<file path="config.mk">
export PLATFORM = sky130hd
export DESIGN_NAME = stereo_dc_offset_remover_peak_flat
export DESIGN_NICKNAME = d
export VERILOG_FILES = /design/src/rtl/core/sdcr_pkg.sv /design/src/rtl/core/sdcr_if.sv /design/src/rtl/core/stereo_dc_offset_remover_peak.sv /design/src/flat_wrapper.sv
export SDC_FILE = /design/constraint.sdc
export NUM_CORES = 1
export LEC_CHECK = 0
export ABC_CLOCK_PERIOD_IN_PS = 7450
export BUFFER_PORTS_ARGS = -buffer_cell sky130_fd_sc_hd__buf_2
export CAP_MARGIN = 15
export CORE_UTILIZATION = 40
export DETAILED_ROUTE_END_ITERATION = 8
export PLACE_DENSITY = 0.56
export SLEW_MARGIN = 20
export SYNTH_ARGS = -nofsm -noshare
export SYNTH_HDL_FRONTEND = slang
export SYNTH_SLANG_ARGS = --single-unit
</file>
<file path="constraint.sdc">
create_clock -name clk -period 7.45 [get_ports clk]
set_input_delay 0 -clock clk [delete_from_list [all_inputs] [get_ports clk]]
set_output_delay 0 -clock clk [all_outputs]
set_load 0.02 [all_outputs]
</file>
<file path="src/rtl/core/sdcr_pkg.sv">
// ----------------------------------------------------------------------------
// sdcr_pkg
// Shared constants for the stereo DC offset remover.
// ----------------------------------------------------------------------------
package sdcr_pkg;

  localparam int unsigned FRAME_SAMPLES = 64;
  localparam int unsigned POS_W = (FRAME_SAMPLES > 1) ? $clog2(FRAME_SAMPLES) : 1;

  localparam logic [31:0] CORR_RESET = 32'(1230) << 16;
  localparam logic signed [15:0] PEAK_RESET = 16'sh8000;
  localparam logic [POS_W-1:0] POS_LAST = POS_W'(FRAME_SAMPLES - 1);
  localparam logic [31:0] FRAME_STEP = 32'(FRAME_SAMPLES);

endpackage

</file>
<file path="src/rtl/core/sdcr_if.sv">
// ----------------------------------------------------------------------------
// sdcr_if
// Valid/ready channels of the stereo DC offset remover.
// ----------------------------------------------------------------------------
interface sdcr_in_if;
  logic valid;
  logic ready;
  logic signed [15:0] left_sample;
  logic signed [15:0] right_sample;

  modport source (output valid, left_sample, right_sample, input ready);
  modport sink (input valid, left_sample, right_sample, output ready);
endinterface

interface sdcr_out_if;
  logic valid;
  logic ready;
  logic signed [15:0] corrected_left;
  logic signed [15:0] corrected_right;
  logic signed [15:0] peak_level;
  logic frame_end;
  logic [31:0] sample_count;

  modport source (output valid, corrected_left, corrected_right, peak_level,
                  frame_end, sample_count, input ready);
  modport sink (input valid, corrected_left, corrected_right, peak_level,
                frame_end, sample_count, output ready);
endinterface

interface sdcr_cfg_if;
  logic valid;
  logic ready;
  logic correction_enable;

  modport source (output valid, correction_enable, input ready);
  modport sink (input valid, correction_enable, output ready);
endinterface

</file>
<file path="src/rtl/core/stereo_dc_offset_remover_peak.sv">
// ----------------------------------------------------------------------------
// stereo_dc_offset_remover_peak
// Per-frame feedback DC offset removal on a stereo sample stream, with
// a running peak over both corrected channels and a sample total.
//
// samples: one request carries a left and a right 16-bit sample.
// results: one request per sample: both corrected samples, the running
//   peak including this sample, a frame end flag and the sample total.
// ctrl: writes correction_enable; always ready, write only while idle.
// The result is registered and valid in the cycle after sample acceptance.
// One sample is taken every cycle while results are taken, as the single
// result register sets that figure. samples.ready stays high while the
// result register is empty or being taken, so a stalled receiver holds one
// result and then stops intake. At reset both corrections load 1230 in the
// upper half, sums, frame position and total clear, the peak starts at
// -32768, correction is enabled and the result register empties.
// ----------------------------------------------------------------------------
module stereo_dc_offset_remover_peak
  import sdcr_pkg::*;
(
  input logic clk,
  input logic rst,
  sdcr_in_if.sink samples,
  sdcr_out_if.source results,
  sdcr_cfg_if.sink ctrl
);

  logic enable;
  logic [31:0] left_corr;
  logic [31:0] right_corr;
  logic [31:0] left_sum;
  logic [31:0] right_sum;
  logic [POS_W-1:0] pos;
  logic signed [15:0] peak;
  logic [31:0] total;

  logic out_valid;
  logic signed [15:0] out_left;
  logic signed [15:0] out_right;
  logic signed [15:0] out_peak;
  logic out_fend;
  logic [31:0] out_total;

  logic accept;
  logic signed [15:0] left_c;
  logic signed [15:0] right_c;
  logic signed [15:0] peak_a;
  logic signed [15:0] peak_next;
  logic [31:0] left_sum_next;
  logic [31:0] right_sum_next;
  logic fend;
  logic [31:0] total_next;

  assign samples.ready = !out_valid || results.ready;
  assign accept = samples.valid && samples.ready;
  assign ctrl.ready = 1'b1;

  always_comb begin
    if (enable) begin
      left_c = samples.left_sample + $signed(left_corr[31:16]);
      right_c = samples.right_sample + $signed(right_corr[31:16]);
      left_sum_next = left_sum + 32'(left_c);
      right_sum_next = right_sum + 32'(right_c);
    end else begin
      left_c = samples.left_sample;
      right_c = samples.right_sample;
      left_sum_next = left_sum;
      right_sum_next = right_sum;
    end
    peak_a = (left_c > peak) ? left_c : peak;
    peak_next = (right_c > peak_a) ? right_c : peak_a;
    fend = (pos == POS_LAST);
    total_next = fend ? total + FRAME_STEP : total;
  end

  always_ff @(posedge clk) begin
    if (rst) begin
      enable <= 1'b1;
      left_corr <= CORR_RESET;
      right_corr <= CORR_RESET;
      left_sum <= '0;
      right_sum <= '0;
      pos <= '0;
      peak <= PEAK_RESET;
      total <= '0;
      out_valid <= 1'b0;
    end else begin
      if (ctrl.valid) begin
        enable <= ctrl.correction_enable;
      end
      if (accept) begin
        peak <= peak_next;
        total <= total_next;
        if (fend) begin
          if (enable) begin
            left_corr <= left_corr - (left_sum_next << 2);
            right_corr <= right_corr - (right_sum_next << 2);
          end
          left_sum <= '0;
          right_sum <= '0;
          pos <= '0;
        end else begin
          left_sum <= left_sum_next;
          right_sum <= right_sum_next;
          pos <= pos + POS_W'(1);
        end
        out_valid <= 1'b1;
      end else if (results.ready) begin
        out_valid <= 1'b0;
      end
    end
  end

  always_ff @(posedge clk) begin
    if (accept) begin
      out_left <= left_c;
      out_right <= right_c;
      out_peak <= peak_next;
      out_fend <= fend;
      out_total <= total_next;
    end
  end

  assign results.valid = out_valid;
  assign results.corrected_left = out_left;
  assign results.corrected_right = out_right;
  assign results.peak_level = out_peak;
  assign results.frame_end = out_fend;
  assign results.sample_count = out_total;

endmodule
</file>
<file path="src/flat_wrapper.sv">
// flat-port wrapper written by rule: the top's interface ports become plain ports
module stereo_dc_offset_remover_peak_flat import sdcr_pkg::*;
  (clk, rst, samples_valid, samples_left_sample, samples_right_sample, samples_ready, results_valid, results_corrected_left, results_corrected_right, results_peak_level, results_frame_end, results_sample_count, results_ready, ctrl_valid, ctrl_correction_enable, ctrl_ready);
  sdcr_in_if samples_i ();
  sdcr_out_if results_i ();
  sdcr_cfg_if ctrl_i ();
  input logic clk;
  input logic rst;
  input wire logic [$bits(samples_i.valid)-1:0] samples_valid;
  input wire logic [$bits(samples_i.left_sample)-1:0] samples_left_sample;
  input wire logic [$bits(samples_i.right_sample)-1:0] samples_right_sample;
  output wire logic [$bits(samples_i.ready)-1:0] samples_ready;
  output wire logic [$bits(results_i.valid)-1:0] results_valid;
  output wire logic [$bits(results_i.corrected_left)-1:0] results_corrected_left;
  output wire logic [$bits(results_i.corrected_right)-1:0] results_corrected_right;
  output wire logic [$bits(results_i.peak_level)-1:0] results_peak_level;
  output wire logic [$bits(results_i.frame_end)-1:0] results_frame_end;
  output wire logic [$bits(results_i.sample_count)-1:0] results_sample_count;
  input wire logic [$bits(results_i.ready)-1:0] results_ready;
  input wire logic [$bits(ctrl_i.valid)-1:0] ctrl_valid;
  input wire logic [$bits(ctrl_i.correction_enable)-1:0] ctrl_correction_enable;
  output wire logic [$bits(ctrl_i.ready)-1:0] ctrl_ready;
  assign samples_i.valid = samples_valid;
  assign samples_i.left_sample = samples_left_sample;
  assign samples_i.right_sample = samples_right_sample;
  assign samples_ready = samples_i.ready;
  assign results_valid = results_i.valid;
  assign results_corrected_left = results_i.corrected_left;
  assign results_corrected_right = results_i.corrected_right;
  assign results_peak_level = results_i.peak_level;
  assign results_frame_end = results_i.frame_end;
  assign results_sample_count = results_i.sample_count;
  assign results_i.ready = results_ready;
  assign ctrl_i.valid = ctrl_valid;
  assign ctrl_i.correction_enable = ctrl_correction_enable;
  assign ctrl_ready = ctrl_i.ready;
  stereo_dc_offset_remover_peak u_core (.clk(clk), .rst(rst), .samples(samples_i), .results(results_i), .ctrl(ctrl_i));
endmodule
</file>
== After elaboration in Yosys (flattened, before gate mapping) ==
Cells that the tools add are included.

* Reduce and logical (&&, ||, !) cells: 7
* Add/sub/neg operators: 8
* Magnitude comparators: 2
* Muxes and demuxes: 12
* Equal/unequal tests: 1

{| class="wikitable"
|+ Operators with widths
! kind !! count
|-
| $mux 32 || 5
|-
| $add 32x32->32 || 2
|-
| $mux 16 || 4
|-
| $sub 32x32->32 || 2
|-
| $add 16x16->16 || 2
|-
| $add 32x7->32 const B || 1
|-
| $gt 16x16->1 || 2
|-
| $add 6x1->6 const B || 1
|-
| $eq 6x6->1 const B || 1
|-
| $mux 6 || 1
|-
| $reduce_bool 2->1 || 2
|-
| $reduce_and 3->1 || 1
|-
| $mux 1 || 2
|-
| $reduce_and 2->1 || 1
|-
| $logic_and 1x1->1 || 1
|-
| $logic_not 1->1 || 1
|-
| $logic_or 1x1->1 || 1
|}

* Word-level logic and storage cells: 46
* Bits of input ports: 38
* Bits in registers: 265
* Output and inout port bits: 84

== Depth between registers and ports, before layout ==
* Word-level depth: 6
* Depth in mapped cells: 35
* Gate-level depth less buffers: 34

== Least setup slack after synthesis ==
Ideal clock, no wire load.

* Path type: reg2reg
* From: reg u_core.right_corr[17]
* To: reg u_core.right_corr[31]
* Setup time: 0.070 ns
* Data arrival time: 6.473 ns
* Path buffers: 0
* Clock period less this slack: 6.543 ns
* Required time: 7.380 ns
* Slack: 0.907 ns
* Cell stages (with the launch flop): 31
* Path through: dfxtp_1 > ha_1 > a21o_1 > a21o_1 > a2111oi_4 > o31ai_1 > o41a_4 > and4_1 > nor3_2 > ha_1 > a21oi_1 > o21bai_1 > a21o_1 > nand2_1 > and4_1 > o21ai_0 > a31oi_1 > xnor2_1 > mux2i_1 > ha_1 > a21o_1 > a21oi_1 > o21bai_1 > a21oi_1 > nor2_1 > a211oi_1 > o21ai_0 > a21oi_1 > xnor3_1 > or3_1 > a21oi_1

* Cells in the longest elaborated chain, start to end: 4

{| class="wikitable"
|+ RTL lines
! element !! line !! text
|-
| start, declared || stereo_dc_offset_remover_peak.sv:30 || <nowiki>logic [31:0] right_corr;</nowiki>
|-
| start signal, assigned || stereo_dc_offset_remover_peak.sv:97 || <nowiki>right_corr <= right_corr - (right_sum_next << 2);</nowiki>
|-
| $add 16x16->16 || stereo_dc_offset_remover_peak.sv:61 || <nowiki>right_c = samples.right_sample + $signed(right_corr[31:16]);</nowiki>
|-
| $add 32x32->32 || stereo_dc_offset_remover_peak.sv:63 || <nowiki>right_sum_next = right_sum + 32'(right_c);</nowiki>
|-
| $mux 32 || stereo_dc_offset_remover_peak.sv:59 || <nowiki>if (enable) begin</nowiki>
|-
| $sub 32x32->32 (*) || stereo_dc_offset_remover_peak.sv:97 ||
|}

Mark *: on every way between the ends. The rest lies on a longest branch, timed or not. The select of a mux whose other input is x is not followed.
A chain may end at the register's enable or synchronous reset.

== Final worst setup path ==
* From: reg u_core.right_corr[16]
* To: reg u_core.right_corr[31]

Same word-level chain as after synthesis.

==> Implementation_results.wiki <==
{| class="wikitable"
! Metric !! Value
|-
| Via density || ~5.6
|-
| Max IR drop VDD || about 180 uV
|-
| Number of endpoints with negative hold slack in the final report || 0
|-
| Post-detailed-route DRC marker count || 0
|-
| Initial antenna violation count || 0
|-
| Net Sw Power || around 0.0019 W
|-
| Max-cap violations || 0
|-
| Clk_lat worst skew || ~0.57 ns
|-
| Data arrival at the endpoint of the critical path || approximately 7.5 ns
|-
| EDFF count, synth || 75
|-
| Peak clock frequency supported by timing || 142 MHz
|-
| Overall die height || approximately 210 um
|-
| Maximum root-to-sink buffer count || 3
|-
| Die outline area || around 0.045 sq mm
|-
| # clock sinks || ~250
|-
| Antenna-violating nets left || 0
|-
| PnR Total Power || between 0.005 and 0.006 W
|-
| CTS H-tree lvls || 1
|-
| CP peak stage delay || 0.42 ns
|-
| Via count of the first global-routing pass || ~15000
|-
| Fin. max-slew vios || 0
|-
| Critical path type || flip-flop to flip-flop
|-
| Number of standard cells in the layout, taps in and fillers out || ~2800
|-
| Power density over cell area || 256 mW/mm^2
|-
| TritonCTS Buffers || 30
|-
| Int Pwr || ~0.0034 W
|-
| Number of port buffers || 114
|-
| TritonCTS clock tree || yes
|-
| Area share of the largest cell type after synthesis || roughly a fifth
|-
| Synth cell types || 80
|-
| Relative max-transition margin || between 30% and 40%
|-
| Placer congestion estimate || slightly above 0.9
|-
| Grt total ovfl || 0
|-
| Gr usage total || about 22%
|-
| Master of the slowest instance on the critical path || sky130_fd_sc_hd__fa_1
|-
| Ports || about 120
|-
| Kind of path behind the tightest hold check || input port to flip-flop
|-
| Fraction of the yosys area taken by sequential cells || about a third
|-
| Kind of end point of the critical path || flip-flop
|-
| Endpoints failing setup || 0
|-
| Number of vias after detailed routing || between 15000 and 20000
|-
| DR pass1 iterations || 5
|-
| Maximum number of pins on one net before global-route repair || 86
|-
| Period utilization || approximately 94%
|-
| Area of the mapped netlist || about 0.018 sq mm
|-
| FP Rows || 76
|-
| Top cells by area in the synthesized netlist || sky130_fd_sc_hd__dfxtp_1, sky130_fd_sc_hd__edfxtp_1, sky130_fd_sc_hd__ha_1
|-
| CP Data Required Time || around 8 ns
|-
| Main synth FF type || sky130_fd_sc_hd__dfxtp_1
|-
| Routed wire length || around 51000 um
|-
| Lkg Pwr || between 9 and 10 nW
|-
| Final HPWL DP || roughly 37000 um
|-
| Proportion of register bits with asynchronous set or reset after synthesis || 0%
|-
| Avg Inst Size Synth || 8.63 sq um
|-
| Fraction of power spent switching nets || between 30% and 40%
|-
| Power share of the sequential group || approximately 30%
|-
| Share of final-layout standard cells stronger than drive strength 1 || 11.9%
|-
| Initial core utilization || a little over 40%
|-
| Cell Count Post-Placement || roughly 2700
|-
| Global-route wire length before repair || 79400 um
|-
| Total of warnings raised by yosys || 0
|-
| Power share of the clock group || between 30% and 40%
|-
| FF+latch count, synth || between 200 and 250
|-
| Period minus WS final || 7.02 ns
|-
| Final layout net count || roughly 2400
|-
| Run status || completed
|-
| Sort of element at the start of the critical path || flip-flop
|-
| Cell at the root of the clock tree || sky130_fd_sc_hd__clkbuf_16
|-
| Core region area || 0.0434 sq mm
|-
| Logic gate share of total power || 38.8%
|-
| Overall die width || between 200 and 250 um
|-
| Cell type contributing the most total cell area after synthesis || sky130_fd_sc_hd__dfxtp_1
|-
| Maximum fanout count along the critical path || 7
|-
| Post-route clock skew || between 0.01 and 0.015 ns
|-
| Routed len/inst || between 15 and 20 um
|-
| Slew at the pin closest to its max-slew limit || 1.01 ns
|-
| Drt first-iter violations || 1058
|-
| Area overhead of the layout relative to synthesis || 15.5%
|-
| Number of diodes || 0
|-
| Post-CTS clock slew at the launch and capture registers of the worst setup and hold paths || 0.06 ns
|-
| Number of standard cells after synthesis || 2054
|}
critical path, delay by kind of cell (launching register included):
kind / cells / cell delay (ns)
DFF: 1 / 0.34
AOI/OAI and AO/OA: 19 / 3.44
adders and majority gates: 4 / 1.32
and+or+nand+nor: 7 / 1.42
xor gates and xnor gates: 2 / 0.43
final cells by class:
class                           instances  area [sq um]
Inverter                               82           310
Multi-Input combinational cell       1649         11600
Tap cell                              585           732
Timing Repair Buffer                  175          1100
Sequential cell                       245          5660
Fill cell                            4264         22900
Clock inverter                         18           249
Clock buffer                           38           863
flip-flops by register name, indices dropped and copies added (netlist names):
name                            flops
u_core.results.sample_count        26
u_core.results.corrected_right     16
u_core.results.peak_level          16
u_core.pos                          6
u_core.left_corr                   30
u_core.results.frame_end            1
u_core.right_sum                   30
u_core.left_sum                    30
u_core.total                       26
u_core.results.corrected_left      16
u_core.peak                        16
u_core.results.valid                1
u_core.enable                       1
u_core.right_corr                  30
final timing paths:
| kind | start | endpoint | slack, ns | cells past startpoint |
|---|---|---|---|---|
| hold reg to reg | u_core.left_corr[7] | u_core.left_corr[7] | 0.46 | 2 |
| hold / removal | samples_right_sample[7] | u_core.results.corrected_right[7] | 0.04 | 3 |
| setup reg to reg | u_core.right_corr[16] | u_core.right_corr[31] | 0.43 | 32 |
| setup / recovery | u_core.right_corr[16] | u_core.right_corr[31] | 0.43 | 32 |
placed cells by master (no fill, tap or decap), types with 9 or more instances in the layout:
cell type,Yosys,routed
sky130_fd_sc_hd__mux2_2,16,15
sky130_fd_sc_hd__ha_1,180,176
sky130_fd_sc_hd__nor3_1,48,46
sky130_fd_sc_hd__a21o_1,71,71
sky130_fd_sc_hd__xor2_1,59,59
sky130_fd_sc_hd__a21oi_1,194,188
sky130_fd_sc_hd__nand2b_1,13,13
sky130_fd_sc_hd__edfxtp_1,75,75
sky130_fd_sc_hd__nand3_1,40,40
sky130_fd_sc_hd__o21bai_1,21,20
sky130_fd_sc_hd__a211oi_1,32,30
sky130_fd_sc_hd__or2_2,10,10
sky130_fd_sc_hd__inv_1,81,80
sky130_fd_sc_hd__dfxtp_1,170,168
sky130_fd_sc_hd__nand2_1,180,178
sky130_fd_sc_hd__nor2b_1,21,21
sky130_fd_sc_hd__o211ai_1,19,19
sky130_fd_sc_hd__nor2_1,205,204
sky130_fd_sc_hd__buf_2,1,113
sky130_fd_sc_hd__nand4_1,23,23
sky130_fd_sc_hd__and3_1,20,20
sky130_fd_sc_hd__o21ai_0,87,85
sky130_fd_sc_hd__or3_1,20,20
sky130_fd_sc_hd__a22o_1,9,9
sky130_fd_sc_hd__mux2i_1,80,79
sky130_fd_sc_hd__o21a_1,30,30
sky130_fd_sc_hd__xnor2_1,88,88
sky130_fd_sc_hd__dlygate4sd3_1,0,29
sky130_fd_sc_hd__buf_4,7,33
sky130_fd_sc_hd__clkbuf_16,0,32
sky130_fd_sc_hd__o31ai_1,11,11
sky130_fd_sc_hd__and2_1,11,11
sky130_fd_sc_hd__a31oi_1,20,19
metal layers:
layer / track usage [%] / wire [um]
met1: 31.0 / 24700
met2: 36.4 / 23000
met3: 2.45 / 2190
met4: 5.01 / 900
met5: 0 / 0
synthesized netlist by cell type (6+ instances only):
library cell and number:
sky130_fd_sc_hd__nor2_1 205, sky130_fd_sc_hd__a21oi_1 194, sky130_fd_sc_hd__ha_1 180, sky130_fd_sc_hd__nand2_1 180
sky130_fd_sc_hd__dfxtp_1 170, sky130_fd_sc_hd__xnor2_1 88, sky130_fd_sc_hd__o21ai_0 87, sky130_fd_sc_hd__inv_1 81
sky130_fd_sc_hd__mux2i_1 80, sky130_fd_sc_hd__edfxtp_1 75, sky130_fd_sc_hd__a21o_1 71, sky130_fd_sc_hd__clkbuf_1 59
sky130_fd_sc_hd__xor2_1 59, sky130_fd_sc_hd__nor3_1 48, sky130_fd_sc_hd__nand3_1 40, sky130_fd_sc_hd__a211oi_1 32
sky130_fd_sc_hd__o21a_1 30, sky130_fd_sc_hd__nand4_1 23, sky130_fd_sc_hd__nor2b_1 21, sky130_fd_sc_hd__o21bai_1 21
sky130_fd_sc_hd__a31oi_1 20, sky130_fd_sc_hd__and3_1 20, sky130_fd_sc_hd__or3_1 20, sky130_fd_sc_hd__o211ai_1 19
sky130_fd_sc_hd__buf_1 16, sky130_fd_sc_hd__mux2_2 16, sky130_fd_sc_hd__nand2b_1 13, sky130_fd_sc_hd__and2_1 11
sky130_fd_sc_hd__o31ai_1 11, sky130_fd_sc_hd__or2_2 10, sky130_fd_sc_hd__a22o_1 9, sky130_fd_sc_hd__a22oi_1 8
sky130_fd_sc_hd__a2bb2oi_1 8, sky130_fd_sc_hd__buf_4 7, sky130_fd_sc_hd__nor3b_1 7, sky130_fd_sc_hd__o21ai_1 7
sky130_fd_sc_hd__o41ai_1 7, sky130_fd_sc_hd__a2111oi_0 6, sky130_fd_sc_hd__a211o_1 6, sky130_fd_sc_hd__fa_1 6
per-stage QoR:
step / setup WS [ns] / hold slack (ns) / util (%) / setup TNS (ns) / cell area, sq um
finish: 0.428 / 0.0360 / 47.2 / 0 / 20500
global route: -0.0269 / 0.0201 / 47.2 / -0.0383 / 20500
CTS: 0.0577 / 0.00416 / 46.9 / 0 / 20300
detailed placement: 0.113 / 0.214 / 43.6 / 0 / 18900
global placement: 0.311 / 0.205 / 43.6 / 0 / 18900
floorplan: 0.907 / 0.116 / - / 0 / 17700
power groups by stage:
stage / clock network (W) / logic (W) / registers (W)
6_report: 0.00163 / 0.00203 / 0.00157
4_1_cts: 0.00167 / 0.00196 / 0.00157
5_1_grt: 0.00172 / 0.00224 / 0.00158
2_1_floorplan: 0 / 0.00142 / 0.00165
3_3_place_gp: 0 / 0.00192 / 0.00160
3_5_place_dp: 0 / 0.00194 / 0.00160
logic make-up after synthesis:
family,share of synthesized area (%)
DFF,31.9
other,0.0424
adders and majority gates,13.4
buffers and inverters,3.65
muxes,5.53
and+or+nand+nor,16.2
AOI/OAI and AO/OA,21.7
xor gates and xnor gates,7.61
what timing repair did:
item	in CTS	in global routing
setup buffers	0	9
hold buffers	29	0
hold endpoints to repair	47	0
setup endpoints to repair	0	41
gates resized for setup	0	25
Note: power is estimated with default switching activity, not from simulation.
